==> config.mk <==
export PLATFORM = sky130hd
export DESIGN_NAME = lyapunov_exponent_pixel_unit
export DESIGN_NICKNAME = d
export VERILOG_FILES = /design/src/rtl/lep_pkg.sv /design/src/rtl/lyapunov_exponent_pixel_unit.sv /design/src/rtl/lep_csr.sv /design/src/rtl/lep_ctrl.sv /design/src/rtl/lep_datapath.sv
export SDC_FILE = /design/constraint.sdc
export NUM_CORES = 2
export LEC_CHECK = 0
export BUFFER_PORTS_ARGS = -buffer_cell sky130_fd_sc_hd__buf_2
export CAP_MARGIN = 20
export CORE_UTILIZATION = 45
export DETAILED_ROUTE_END_ITERATION = 12
export GPL_TIMING_DRIVEN = 0
export PLACE_DENSITY_LB_ADDON = 0.15
export SLEW_MARGIN = 15
export SYNTH_ARGS = -nofsm -noshare
export SYNTH_HDL_FRONTEND = slang
export SYNTH_SLANG_ARGS = --single-unit
export TNS_END_PERCENT = 20
==> constraint.sdc <==
create_clock -name clock -period 12.98 [get_ports clock]
set_clock_uncertainty 0.05 [all_clocks]
set_input_delay 2.596 -clock clock [delete_from_list [all_inputs] [get_ports clock]]
set_output_delay 2.596 -clock clock [all_outputs]
set_load 0.03 [all_outputs]
==> src/rtl/lep_pkg.sv <==
package lep_pkg;

   typedef enum logic [4:0] {
      ST_IDLE,
      ST_CHECK,
      ST_MAP1,
      ST_MAP2,
      ST_MAP3,
      ST_DER,
      ST_ABS,
      ST_NORM,
      ST_SQ_FIRST,
      ST_SQ,
      ST_LN,
      ST_ACC,
      ST_DIV_INIT,
      ST_DIV,
      ST_SAT,
      ST_TMUL,
      ST_FINISH
   } state_type;

   typedef enum logic [4:0] {
      OP_NONE,
      OP_LOAD,
      OP_SUM_INIT,
      OP_MAP1,
      OP_MAP2,
      OP_MAP3,
      OP_DER,
      OP_ABS,
      OP_NORM,
      OP_SQ_FIRST,
      OP_SQ,
      OP_LN,
      OP_ACC,
      OP_DIV_INIT,
      OP_DIV,
      OP_SAT,
      OP_TMUL,
      OP_OUT
   } op_type;

   typedef struct packed {
      op_type op;
   } cmd_type;

   typedef struct packed {
      logic cnt_zero;
      logic iter_last;
      logic d_zero;
      logic out_free;
   } status_type;

   localparam logic [2:0] REG_RATE_PATTERN   = 3'd0;
   localparam logic [2:0] REG_PATTERN_LENGTH = 3'd1;
   localparam logic [2:0] REG_WARMUP_STEPS   = 3'd2;
   localparam logic [2:0] REG_SUM_STEPS      = 3'd3;
   localparam logic [2:0] REG_SEED_VALUE     = 3'd4;

   localparam logic signed [32:0] ONE_Q30   = 33'sd1073741824;
   localparam logic signed [32:0] LN2_Q30   = 33'sd744261118;
   localparam logic signed [32:0] RECIP3    = 33'sd699051;
   localparam logic signed [39:0] X_HI      = 40'sd2147483648;
   localparam logic signed [39:0] X_LO      = -40'sd2147483648;
   localparam logic [38:0]        EXP_POS   = 39'd524287;
   localparam logic [38:0]        EXP_NEG   = 39'd524288;
   localparam logic [5:0]         NORM_LAST = 6'd5;
   localparam logic [5:0]         DIV_LAST  = 6'd38;
   localparam logic [5:0]         E_START   = 6'd62;
   localparam logic [6:0]         E_BIAS    = 7'd56;

endpackage

==> src/rtl/lyapunov_exponent_pixel_unit.sv <==
// Lyapunov exponent of one fractal pixel, logistic map with an A/B rate pattern.
// req channel: one beat carries rate_a (tdata[31:0]) and rate_b (tdata[63:32]),
// both signed Q3.28. rsp channel: one beat per request with exponent (Q3.16,
// saturated) in tdata[19:0] and palette_level (Q0.16) in tdata[35:20].
// csr port: 64-bit registers at byte 8*i: rate_pattern, pattern_length,
// warmup_steps, sum_steps, seed_value. Write them only while the unit is idle.
// One shared 33x33 multiplier carries every product. A warm-up step runs the map,
// an accumulated step runs the map, the derivative, a 6-step shift search and
// 2*LOG_TABLE_BITS squarings, or only the map and derivative when the derivative
// is zero; a final division by sum_steps then gives the exponent.
// One request is worked at a time; req_tready is high only while idle, so a new
// request is not taken until the previous result has entered the output register.
// The result sits in an output register, so the next request is taken while
// it waits; if rsp_tready stays low, the following result holds until it drains.
// Reset restores the register defaults and empties the output register.
module lyapunov_exponent_pixel_unit #(
   parameter int PATTERN_BITS   = 64,
   parameter int LOG_TABLE_BITS = 8
) (
   input  logic        clock,
   input  logic        reset,
   input  logic        req_tvalid,
   output logic        req_tready,
   input  logic [63:0] req_tdata,   // rate_a, rate_b
   output logic        rsp_tvalid,
   input  logic        rsp_tready,
   output logic [39:0] rsp_tdata,   // exponent, palette_level, zero pad
   input  logic        csr_psel,
   input  logic        csr_penable,
   input  logic        csr_pwrite,
   input  logic [5:0]  csr_paddr,
   input  logic [63:0] csr_pwdata,
   output logic [63:0] csr_prdata,
   output logic        csr_pready
);
   import lep_pkg::*;

   cmd_type                 cmd;
   status_type              status;
   logic [PATTERN_BITS-1:0] rate_pattern;
   logic [6:0]              pattern_length;
   logic [15:0]             warmup_steps;
   logic [15:0]             sum_steps;
   logic [30:0]             seed_value;

   lep_csr #(.PATTERN_BITS(PATTERN_BITS)) u_csr (
      .clock          (clock),
      .reset          (reset),
      .csr_psel       (csr_psel),
      .csr_penable    (csr_penable),
      .csr_pwrite     (csr_pwrite),
      .csr_paddr      (csr_paddr),
      .csr_pwdata     (csr_pwdata),
      .csr_prdata     (csr_prdata),
      .csr_pready     (csr_pready),
      .rate_pattern   (rate_pattern),
      .pattern_length (pattern_length),
      .warmup_steps   (warmup_steps),
      .sum_steps      (sum_steps),
      .seed_value     (seed_value)
   );

   lep_ctrl u_ctrl (
      .clock      (clock),
      .reset      (reset),
      .req_tvalid (req_tvalid),
      .req_tready (req_tready),
      .status     (status),
      .cmd        (cmd)
   );

   lep_datapath #(
      .PATTERN_BITS   (PATTERN_BITS),
      .LOG_TABLE_BITS (LOG_TABLE_BITS)
   ) u_datapath (
      .clock          (clock),
      .reset          (reset),
      .cmd            (cmd),
      .status         (status),
      .req_tdata      (req_tdata),
      .rate_pattern   (rate_pattern),
      .pattern_length (pattern_length),
      .warmup_steps   (warmup_steps),
      .sum_steps      (sum_steps),
      .seed_value     (seed_value),
      .rsp_tready     (rsp_tready),
      .rsp_tvalid     (rsp_tvalid),
      .rsp_tdata      (rsp_tdata)
   );

endmodule

==> src/rtl/lep_csr.sv <==
module lep_csr #(
   parameter int PATTERN_BITS = 64
) (
   input  logic                    clock,
   input  logic                    reset,
   input  logic                    csr_psel,
   input  logic                    csr_penable,
   input  logic                    csr_pwrite,
   input  logic [5:0]              csr_paddr,
   input  logic [63:0]             csr_pwdata,
   output logic [63:0]             csr_prdata,
   output logic                    csr_pready,
   output logic [PATTERN_BITS-1:0] rate_pattern,
   output logic [6:0]              pattern_length,
   output logic [15:0]             warmup_steps,
   output logic [15:0]             sum_steps,
   output logic [30:0]             seed_value
);
   import lep_pkg::*;

   logic [PATTERN_BITS-1:0] pattern_ff;
   logic [6:0]              length_ff;
   logic [15:0]             warmup_ff;
   logic [15:0]             sums_ff;
   logic [30:0]             seed_ff;
   logic                    wr_en;
   logic [2:0]              idx;

   assign csr_pready = 1'b1;
   assign idx        = csr_paddr[5:3];
   assign wr_en      = csr_psel && csr_penable && csr_pwrite && csr_pready;

   always_ff @(posedge clock) begin
      if (reset) begin
         pattern_ff <= PATTERN_BITS'(2);
         length_ff  <= 7'd2;
         warmup_ff  <= 16'd100;
         sums_ff    <= 16'd500;
         seed_ff    <= 31'd536870912;
      end else if (wr_en) begin
         case (idx)
            REG_RATE_PATTERN:   pattern_ff <= csr_pwdata[PATTERN_BITS-1:0];
            REG_PATTERN_LENGTH: length_ff  <= csr_pwdata[6:0];
            REG_WARMUP_STEPS:   warmup_ff  <= csr_pwdata[15:0];
            REG_SUM_STEPS:      sums_ff    <= csr_pwdata[15:0];
            REG_SEED_VALUE:     seed_ff    <= csr_pwdata[30:0];
            default: ;
         endcase
      end
   end

   always_comb begin
      csr_prdata = '0;
      case (idx)
         REG_RATE_PATTERN:   csr_prdata = 64'(pattern_ff);
         REG_PATTERN_LENGTH: csr_prdata = 64'(length_ff);
         REG_WARMUP_STEPS:   csr_prdata = 64'(warmup_ff);
         REG_SUM_STEPS:      csr_prdata = 64'(sums_ff);
         REG_SEED_VALUE:     csr_prdata = 64'(seed_ff);
         default:            csr_prdata = '0;
      endcase
   end

   assign rate_pattern   = pattern_ff;
   assign pattern_length = length_ff;
   assign warmup_steps   = warmup_ff;
   assign sum_steps      = sums_ff;
   assign seed_value     = seed_ff;

endmodule

==> src/rtl/lep_ctrl.sv <==
module lep_ctrl (
   input  logic               clock,
   input  logic               reset,
   input  logic               req_tvalid,
   output logic               req_tready,
   input  lep_pkg::status_type status,
   output lep_pkg::cmd_type    cmd
);
   import lep_pkg::*;

   state_type state_ff, state_in;
   logic      sum_phase_ff, sum_phase_in;

   always_ff @(posedge clock) begin
      if (reset) begin
         state_ff     <= ST_IDLE;
         sum_phase_ff <= 1'b0;
      end else begin
         state_ff     <= state_in;
         sum_phase_ff <= sum_phase_in;
      end
   end

   always_comb begin
      state_in     = state_ff;
      sum_phase_in = sum_phase_ff;
      unique case (state_ff)
         ST_IDLE: begin
            if (req_tvalid) begin
               state_in     = ST_CHECK;
               sum_phase_in = 1'b0;
            end
         end
         ST_CHECK: begin
            if (!status.cnt_zero) begin
               state_in = ST_MAP1;
            end else if (!sum_phase_ff) begin
               sum_phase_in = 1'b1;
            end else begin
               state_in = ST_DIV_INIT;
            end
         end
         ST_MAP1:     state_in = ST_MAP2;
         ST_MAP2:     state_in = ST_MAP3;
         ST_MAP3:     state_in = sum_phase_ff ? ST_DER : ST_CHECK;
         ST_DER:      state_in = ST_ABS;
         ST_ABS:      state_in = status.d_zero ? ST_CHECK : ST_NORM;
         ST_NORM:     state_in = status.iter_last ? ST_SQ_FIRST : ST_NORM;
         ST_SQ_FIRST: state_in = ST_SQ;
         ST_SQ:       state_in = status.iter_last ? ST_LN : ST_SQ;
         ST_LN:       state_in = ST_ACC;
         ST_ACC:      state_in = ST_CHECK;
         ST_DIV_INIT: state_in = ST_DIV;
         ST_DIV:      state_in = status.iter_last ? ST_SAT : ST_DIV;
         ST_SAT:      state_in = ST_TMUL;
         ST_TMUL:     state_in = ST_FINISH;
         ST_FINISH:   state_in = status.out_free ? ST_IDLE : ST_FINISH;
         default:     state_in = ST_IDLE;
      endcase
   end

   always_comb begin
      cmd.op     = OP_NONE;
      req_tready = 1'b0;
      unique case (state_ff)
         ST_IDLE: begin
            req_tready = 1'b1;
            if (req_tvalid) cmd.op = OP_LOAD;
         end
         ST_CHECK: begin
            if (status.cnt_zero && !sum_phase_ff) cmd.op = OP_SUM_INIT;
         end
         ST_MAP1:     cmd.op = OP_MAP1;
         ST_MAP2:     cmd.op = OP_MAP2;
         ST_MAP3:     cmd.op = OP_MAP3;
         ST_DER:      cmd.op = OP_DER;
         ST_ABS:      cmd.op = OP_ABS;
         ST_NORM:     cmd.op = OP_NORM;
         ST_SQ_FIRST: cmd.op = OP_SQ_FIRST;
         ST_SQ:       cmd.op = OP_SQ;
         ST_LN:       cmd.op = OP_LN;
         ST_ACC:      cmd.op = OP_ACC;
         ST_DIV_INIT: cmd.op = OP_DIV_INIT;
         ST_DIV:      cmd.op = OP_DIV;
         ST_SAT:      cmd.op = OP_SAT;
         ST_TMUL:     cmd.op = OP_TMUL;
         ST_FINISH: begin
            if (status.out_free) cmd.op = OP_OUT;
         end
         default:     cmd.op = OP_NONE;
      endcase
   end

   a_accept_starts: assert property (@(posedge clock) disable iff (reset)
      (req_tvalid && req_tready) |=> (state_ff == ST_CHECK))
      else $error("accepted beat did not start a run");

   a_out_slot_free: assert property (@(posedge clock) disable iff (reset)
      (cmd.op == OP_OUT) |-> status.out_free)
      else $error("result written over an undelivered beat");

   a_finish_to_idle: assert property (@(posedge clock) disable iff (reset)
      (state_ff == ST_FINISH && status.out_free) |=> (state_ff == ST_IDLE))
      else $error("finish did not return to idle");

endmodule

==> src/rtl/lep_datapath.sv <==
module lep_datapath #(
   parameter int PATTERN_BITS   = 64,
   parameter int LOG_TABLE_BITS = 8
) (
   input  logic                    clock,
   input  logic                    reset,
   input  lep_pkg::cmd_type        cmd,
   output lep_pkg::status_type     status,
   input  logic [63:0]             req_tdata,
   input  logic [PATTERN_BITS-1:0] rate_pattern,
   input  logic [6:0]              pattern_length,
   input  logic [15:0]             warmup_steps,
   input  logic [15:0]             sum_steps,
   input  logic [30:0]             seed_value,
   input  logic                    rsp_tready,
   output logic                    rsp_tvalid,
   output logic [39:0]             rsp_tdata
);
   import lep_pkg::*;

   localparam int FBITS = 2 * LOG_TABLE_BITS;
   localparam int PTR_W = (PATTERN_BITS > 1) ? $clog2(PATTERN_BITS) : 1;
   localparam logic [6:0] PAT_MAX  = 7'(PATTERN_BITS);
   localparam logic [5:0] SQ_LAST  = 6'(FBITS - 1);
   localparam int         FR_SHIFT = 24 - FBITS;

   logic signed [31:0] rate_a_ff, rate_a_in, rate_b_ff, rate_b_in, r_ff, r_in;
   logic signed [32:0] x_ff, x_in, q_ff, q_in;
   logic signed [65:0] prod_ff, prod_in;
   logic [15:0]        cnt_ff, cnt_in;
   logic [PTR_W-1:0]   ptr_ff, ptr_in;
   logic [5:0]         iter_ff, iter_in;
   logic [62:0]        norm_ff, norm_in;
   logic [5:0]         e_ff, e_in;
   logic [FBITS-1:0]   frac_ff, frac_in;
   logic signed [47:0] sum_ff, sum_in;
   logic [38:0]        quo_ff, quo_in;
   logic [16:0]        rem_ff, rem_in;
   logic               neg_ff, neg_in;
   logic signed [19:0] lam_ff, lam_in;
   logic [19:0]        v_ff, v_in;
   logic [19:0]        exp_ff, exp_in;
   logic [15:0]        pal_ff, pal_in;
   logic               valid_ff, valid_in;

   logic signed [32:0] mul_a, mul_b;
   logic               mul_en;
   logic [6:0]         len_eff, ptr_last;
   logic [PTR_W-1:0]   ptr_next;
   logic signed [39:0] xs;
   logic signed [34:0] qt;
   logic signed [65:0] dabs;
   logic [5:0]         amt;
   logic [6:0]         top_pos;
   logic [31:0]        sq;
   logic [30:0]        ynew;
   logic signed [6:0]  em;
   logic [23:0]        frac_ext;
   logic signed [30:0] l2;
   logic signed [47:0] mag;
   logic [16:0]        shifted;
   logic [17:0]        diff;
   logic [19:0]        tq;

   always_comb begin
      if (pattern_length == 7'd0)          len_eff = 7'd1;
      else if (pattern_length > PAT_MAX)   len_eff = PAT_MAX;
      else                                 len_eff = pattern_length;
      ptr_last = len_eff - 7'd1;
      ptr_next = (7'(ptr_ff) == ptr_last) ? '0 : ptr_ff + PTR_W'(1);
   end

   always_comb begin
      xs       = prod_ff[65:26];
      sq       = prod_ff[61:30];
      ynew     = sq[31] ? sq[31:1] : sq[30:0];
      dabs     = prod_ff[65] ? -prod_ff : prod_ff;
      amt      = 6'd32 >> iter_ff;
      top_pos  = 7'd63 - 7'(amt);
      em       = signed'({1'b0, e_ff}) - signed'(E_BIAS);
      frac_ext = 24'(frac_ff) << FR_SHIFT;
      l2       = signed'({em, 24'b0}) + signed'({7'b0, frac_ext});
      mag      = sum_ff[47] ? -sum_ff : sum_ff;
      shifted  = {rem_ff[15:0], quo_ff[38]};
      diff     = {1'b0, shifted} - {2'b0, sum_steps};
      tq       = prod_ff[40:21];
   end

   always_comb begin
      rate_a_in = rate_a_ff;
      rate_b_in = rate_b_ff;
      r_in      = r_ff;
      x_in      = x_ff;
      q_in      = q_ff;
      cnt_in    = cnt_ff;
      ptr_in    = ptr_ff;
      iter_in   = iter_ff;
      norm_in   = norm_ff;
      e_in      = e_ff;
      frac_in   = frac_ff;
      sum_in    = sum_ff;
      quo_in    = quo_ff;
      rem_in    = rem_ff;
      neg_in    = neg_ff;
      lam_in    = lam_ff;
      v_in      = v_ff;
      exp_in    = exp_ff;
      pal_in    = pal_ff;
      valid_in  = valid_ff && !rsp_tready;
      mul_a     = '0;
      mul_b     = '0;
      mul_en    = 1'b0;
      qt        = '0;
      unique case (cmd.op)
         OP_NONE: ;
         OP_LOAD: begin
            rate_a_in = req_tdata[31:0];
            rate_b_in = req_tdata[63:32];
            x_in      = {2'b00, seed_value};
            cnt_in    = warmup_steps;
            ptr_in    = '0;
            sum_in    = '0;
         end
         OP_SUM_INIT: begin
            cnt_in = sum_steps;
            ptr_in = '0;
         end
         OP_MAP1: begin
            r_in   = rate_pattern[ptr_ff] ? rate_b_ff : rate_a_ff;
            mul_a  = x_ff;
            mul_b  = ONE_Q30 - x_ff;
            mul_en = 1'b1;
         end
         OP_MAP2: begin
            mul_a  = {r_ff[31], r_ff};
            mul_b  = {prod_ff[63], prod_ff[63:32]};
            mul_en = 1'b1;
         end
         OP_MAP3: begin
            if (xs > X_HI)      x_in = X_HI[32:0];
            else if (xs < X_LO) x_in = X_LO[32:0];
            else                x_in = xs[32:0];
            qt     = 35'sd1073741824 - (35'(x_in) <<< 1);
            q_in   = qt[34:2];
            cnt_in = cnt_ff - 16'd1;
            ptr_in = ptr_next;
         end
         OP_DER: begin
            mul_a  = {r_ff[31], r_ff};
            mul_b  = q_ff;
            mul_en = 1'b1;
         end
         OP_ABS: begin
            norm_in = dabs[62:0];
            e_in    = E_START;
            iter_in = '0;
         end
         OP_NORM: begin
            if ((norm_ff >> top_pos) == 63'd0) begin
               norm_in = norm_ff << amt;
               e_in    = e_ff - amt;
            end
            iter_in = iter_ff + 6'd1;
         end
         OP_SQ_FIRST: begin
            mul_a   = {2'b00, norm_ff[62:32]};
            mul_b   = {2'b00, norm_ff[62:32]};
            mul_en  = 1'b1;
            iter_in = '0;
            frac_in = '0;
         end
         OP_SQ: begin
            frac_in = {frac_ff[FBITS-2:0], sq[31]};
            mul_a   = {2'b00, ynew};
            mul_b   = {2'b00, ynew};
            mul_en  = 1'b1;
            iter_in = iter_ff + 6'd1;
         end
         OP_LN: begin
            mul_a  = 33'(l2);
            mul_b  = LN2_Q30;
            mul_en = 1'b1;
         end
         OP_ACC: begin
            sum_in = sum_ff + {{12{prod_ff[65]}}, prod_ff[65:30]};
         end
         OP_DIV_INIT: begin
            quo_in  = mag[46:8];
            rem_in  = '0;
            neg_in  = sum_ff[47];
            iter_in = '0;
         end
         OP_DIV: begin
            rem_in  = diff[17] ? shifted : diff[16:0];
            quo_in  = {quo_ff[37:0], !diff[17]};
            iter_in = iter_ff + 6'd1;
         end
         OP_SAT: begin
            if (sum_steps == 16'd0) begin
               lam_in = '0;
               v_in   = '0;
            end else if (!neg_ff) begin
               lam_in = (quo_ff > EXP_POS) ? EXP_POS[19:0] : quo_ff[19:0];
               v_in   = '0;
            end else begin
               v_in   = (quo_ff > EXP_NEG) ? EXP_NEG[19:0] : quo_ff[19:0];
               lam_in = -signed'(v_in);
            end
         end
         OP_TMUL: begin
            mul_a  = {13'b0, v_ff};
            mul_b  = RECIP3;
            mul_en = 1'b1;
         end
         OP_OUT: begin
            exp_in   = lam_ff;
            pal_in   = (tq > 20'd65535) ? 16'hFFFF : tq[15:0];
            valid_in = 1'b1;
         end
         default: ;
      endcase
      prod_in = mul_en ? (mul_a * mul_b) : prod_ff;
   end

   always_ff @(posedge clock) begin
      if (reset) valid_ff <= 1'b0;
      else       valid_ff <= valid_in;
   end

   always_ff @(posedge clock) begin
      rate_a_ff <= rate_a_in;
      rate_b_ff <= rate_b_in;
      r_ff      <= r_in;
      x_ff      <= x_in;
      q_ff      <= q_in;
      prod_ff   <= prod_in;
      cnt_ff    <= cnt_in;
      ptr_ff    <= ptr_in;
      iter_ff   <= iter_in;
      norm_ff   <= norm_in;
      e_ff      <= e_in;
      frac_ff   <= frac_in;
      sum_ff    <= sum_in;
      quo_ff    <= quo_in;
      rem_ff    <= rem_in;
      neg_ff    <= neg_in;
      lam_ff    <= lam_in;
      v_ff      <= v_in;
      exp_ff    <= exp_in;
      pal_ff    <= pal_in;
   end

   always_comb begin
      status.cnt_zero = (cnt_ff == 16'd0);
      status.d_zero   = (prod_ff == '0);
      status.out_free = !valid_ff || rsp_tready;
      unique case (cmd.op)
         OP_NORM: status.iter_last = (iter_ff == NORM_LAST);
         OP_SQ:   status.iter_last = (iter_ff == SQ_LAST);
         OP_DIV:  status.iter_last = (iter_ff == DIV_LAST);
         default: status.iter_last = 1'b0;
      endcase
   end

   assign rsp_tvalid = valid_ff;
   assign rsp_tdata  = {4'b0, pal_ff, exp_ff};

   a_norm_done: assert property (@(posedge clock) disable iff (reset)
      (cmd.op == OP_NORM && status.iter_last) |=> norm_ff[62])
      else $error("mantissa not normalised after shift search");

   a_square_range: assert property (@(posedge clock) disable iff (reset)
      (cmd.op == OP_SQ) |-> (sq[31] || sq[30]))
      else $error("squared mantissa fell below one");

   a_rem_below_div: assert property (@(posedge clock) disable iff (reset)
      (cmd.op == OP_DIV && sum_steps != 16'd0) |=> (rem_ff < {1'b0, sum_steps}))
      else $error("divider remainder not below divisor");

endmodule

==> summary.md <==
| Metric | Value |
|---|---|
| DR DRC count | `0` |
| Mean Syn Cell Area | `a little over 9 um2` |
| Post-Route WL | `337,000 um` |
| Worst r2r path cells | `33` |
| Area of the die | `173,000 um2` |
| Period utilization | `99.6%` |
| Register area share after synthesis | `24.0%` |
| Initial DRC count | `between 7,000 and 8,000` |
| DR vias | `66,100` |
| H-Tree Depth | `3` |
| Worst IR Drop VDD | `roughly 110 uV` |
| Count of final hold-check violations | `0` |
| Post-synth cell types | `84` |
| CTS Buffer Depth | `3` |
| Number of global-route vias before repair | `approximately 65,000` |
| Final RePlAce weighted congestion | `1.02` |
| Antenna-violating nets left | `0` |
| Tot Pwr | `between 7 and 8 mW` |
| Crit path largest cell delay | `0.92 ns` |
| Remaining Overflow, GRT | `0` |
| CP startpoint | `u_ctrl.state_ff[2]` |
| Area Overhead vs Synth | `10.5%` |
| Worst-path fanout max | `10` |
| Die Wd | `416 um` |
| Worst Hold Launch | `u_datapath.lam_ff[14]` |
| Synth Flop Type | `edfxtp_1` |
| DP Wirelength | `280,000 um` |
| Most frequent cells in the layout | `1,272 x inv_1, 1,270 x nand2_1, 1,147 x fa_1` |
| Worst min-delay path class | `register to register` |
| Clk sink count | `662` |
| Largest net degree at the start of global routing | `49` |
| Non-Filler Instances | `11,100` |
| LEAKAGE | `approximately 38 nW` |
| Crit path arrival time | `13.32 ns` |
| Fill count | `16,400` |
| Mapped cell area | `77,100 um2` |
| CTS Hold Buffers Added | `0` |
| Nets@finish | `10,400` |
| R2R setup slack | `0.06 ns` |
| Clock-pin slew on the worst setup and hold paths | `0.07 ns` |
| DIE HEIGHT | `416 um` |
| Commonest non-fill, non-tap cell in the layout | `inv_1` |
| Setup crit end kind | `register` |
| Initial antenna violation count | `28` |
| CTS tree | `done` |
| Wire length per cell | `30.3 um` |
| Root buffer cell | `clkbuf_16` |
| Final count of negative-setup-slack endpoints | `0` |
| Post-synth EDFFs | `521` |
| Placed Area | `82,100 um2` |
| Setup_tns | `0 ns` |
| Ports | `between 200 and 250` |
| Slew Viols, Final | `0` |
| Final instance area | `85,200 um2` |
| Slew Limit Headroom | `between 10% and 20%` |
| FF-to-FF End | `u_datapath.prod_ff[59]` |
| Run status | `completed` |
| CP most frequent cell | `fa_1` |
| Post-synthesis register bit count | `~660` |
| Max-Cap Viols | `0` |
| First-pass GRT wire length | `478,000 um` |
| CTS buffer count | `80` |
| Gate count after technology mapping | `8,435` |
| Worst Tran Pin Value | `1.25 ns` |
| Req. time, crit path | `13.37 ns` |
| Reg2reg start | `u_ctrl.state_ff[2]` |
| Synth async-reset ratio | `0%` |
| DRT Pass-1 Iters | `6` |
| DP Cell Count | `11,000` |
| Via density | `just under 6` |
| Initial core utilization | `about 45%` |
| Worst setup endpoint | `u_datapath.prod_ff[59]` |
| Worst setup path class | `register to register` |
| Worst path slowest cell | `clkbuf_1` |
| Power per cell area | `around 91 nW/um2` |
| Total Routing Usage GR | `39.0%` |
| Worst-Skew Late Latency | `between 0.7 and 0.8 ns` |
| FP Rows | `approximately 150` |
| Max Clk Rate | `slightly below 0.08 GHz` |
| Floorplan core area | `170,000 um2` |
| Fraction of layout cells with a size suffix above 1 | `~8.4%` |
| Yosys warns | `0` |
| Fin crit period | `between 10 and 15 ns` |
| Port-buffer cells | `238` |
| CP Launch Type | `register` |
==> synthesized netlist by cell type (all sizes together) (106+ instances only) <==
library cell / count / area (um2)
o21ai: 316 / 1590
nand2: 1272 / 4770
clkbuf: 463 / 1740
mux2i: 142 / 1420
inv: 1277 / 4790
edfxtp: 521 / 15600
xnor2: 136 / 1190
fa: 1148 / 23000
dfxtp: 141 / 2820
nor3: 106 / 531
xor2: 169 / 1480
a21oi: 369 / 1850
ha: 295 / 3690
nor2: 803 / 3010
==> where the power goes <==
part	leakage [nW]	switching [mW]	internal [mW]
registers	5.87	0.135	2.44
logic	30.4	1.95	0.878
clock network	1.28	1.02	1.33
==> per-stage QoR <==
stage	hold WS, ns	setup WS [ns]	util, %
5_1_grt	0.376	-0.0186	50.1
6_report	0.370	0.0564	50.1
2_1_floorplan	0.350	1.87	-
3_3_place_gp	0.357	-4.44	47.7
4_1_cts	0.371	0.0113	50.0
3_5_place_dp	0.356	-2.17	48.3
==> worst max-delay path, delay by kind of cell (launching register included) <==
kind / cells / cell delay [ns]
adder cells (fa/ha/maj): 9 / 4.51
AND/OR/NAND/NOR: 5 / 0.80
XOR/XNOR: 1 / 0.43
AO/OA/AOI/OAI: 9 / 3.92
buffers and inverters: 9 / 2.46
flip-flops: 1 / 0.39
==> area by class of cell <==
cell class / count / area (um2) / area share (%)
diodes: 8 / 20.0 / 0.0235
plain buffers: 496 / 2060 / 2.42
clock buffers: 107 / 2200 / 2.58
clock inverters: 39 / 462 / 0.542
inverters: 1281 / 4830 / 5.67
multi-input cells: 5991 / 52300 / 61.5
flip-flops and latches: 662 / 18500 / 21.7
well taps: 2218 / 2780 / 3.26
repair buffers: 317 / 2020 / 2.38
==> worst min path at each step <==
stage,endpoint,depth (start not counted)
6_report,u_datapath.exp_ff[14],0
5_1_grt,u_datapath.exp_ff[7],0
4_1_cts,u_datapath.exp_ff[7],0
3_5_place_dp,u_datapath.exp_ff[14],0
3_3_place_gp,u_datapath.exp_ff[3],0
2_1_floorplan,u_datapath.exp_ff[0],0
==> state kept, by name, summed over array words and instances, names as in the netlist, 31 cells and up <==
register / flops
u_datapath.x_ff: 33
u_csr.seed_value: 31
u_datapath.q_ff: 33
u_datapath.sum_ff: 48
u_datapath.quo_ff: 39
u_datapath.r_ff: 32
u_datapath.rate_b_ff: 32
u_datapath.rate_a_ff: 32
u_datapath.prod_ff: 66
u_datapath.norm_ff: 63
u_csr.rate_pattern: 64
==> what timing repair did <==
item,CTS,global route
endpoints found under the setup margin,28,14
pin swaps,4,0
resized for setup,76,84
buffers inserted,14,0
==> metal layers <==
| metal | track usage (%) | part of all wire [%] |
|---|---|---|
| met3 | 9.04 | 10 |
| met4 | 16.6 | 5.3 |
| met5 | 0 | 0.041 |
| met1 | 53.8 | 41 |
| met2 | 58.6 | 43 |
==> logic make-up after synthesis <==
group | Yosys count | share of synthesized area, %
AND/OR/NAND/NOR | 2745 | 15.4
buffers and inverters | 1785 | 8.72
adder cells (fa/ha/maj) | 1443 | 34.6
AO/OA/AOI/OAI | 1250 | 10.2
flip-flops | 662 | 24.0
XOR/XNOR | 305 | 3.46
multiplexers | 243 | 3.64
other | 2 | 0.00974
Note: power is estimated with default switching activity, not from simulation.
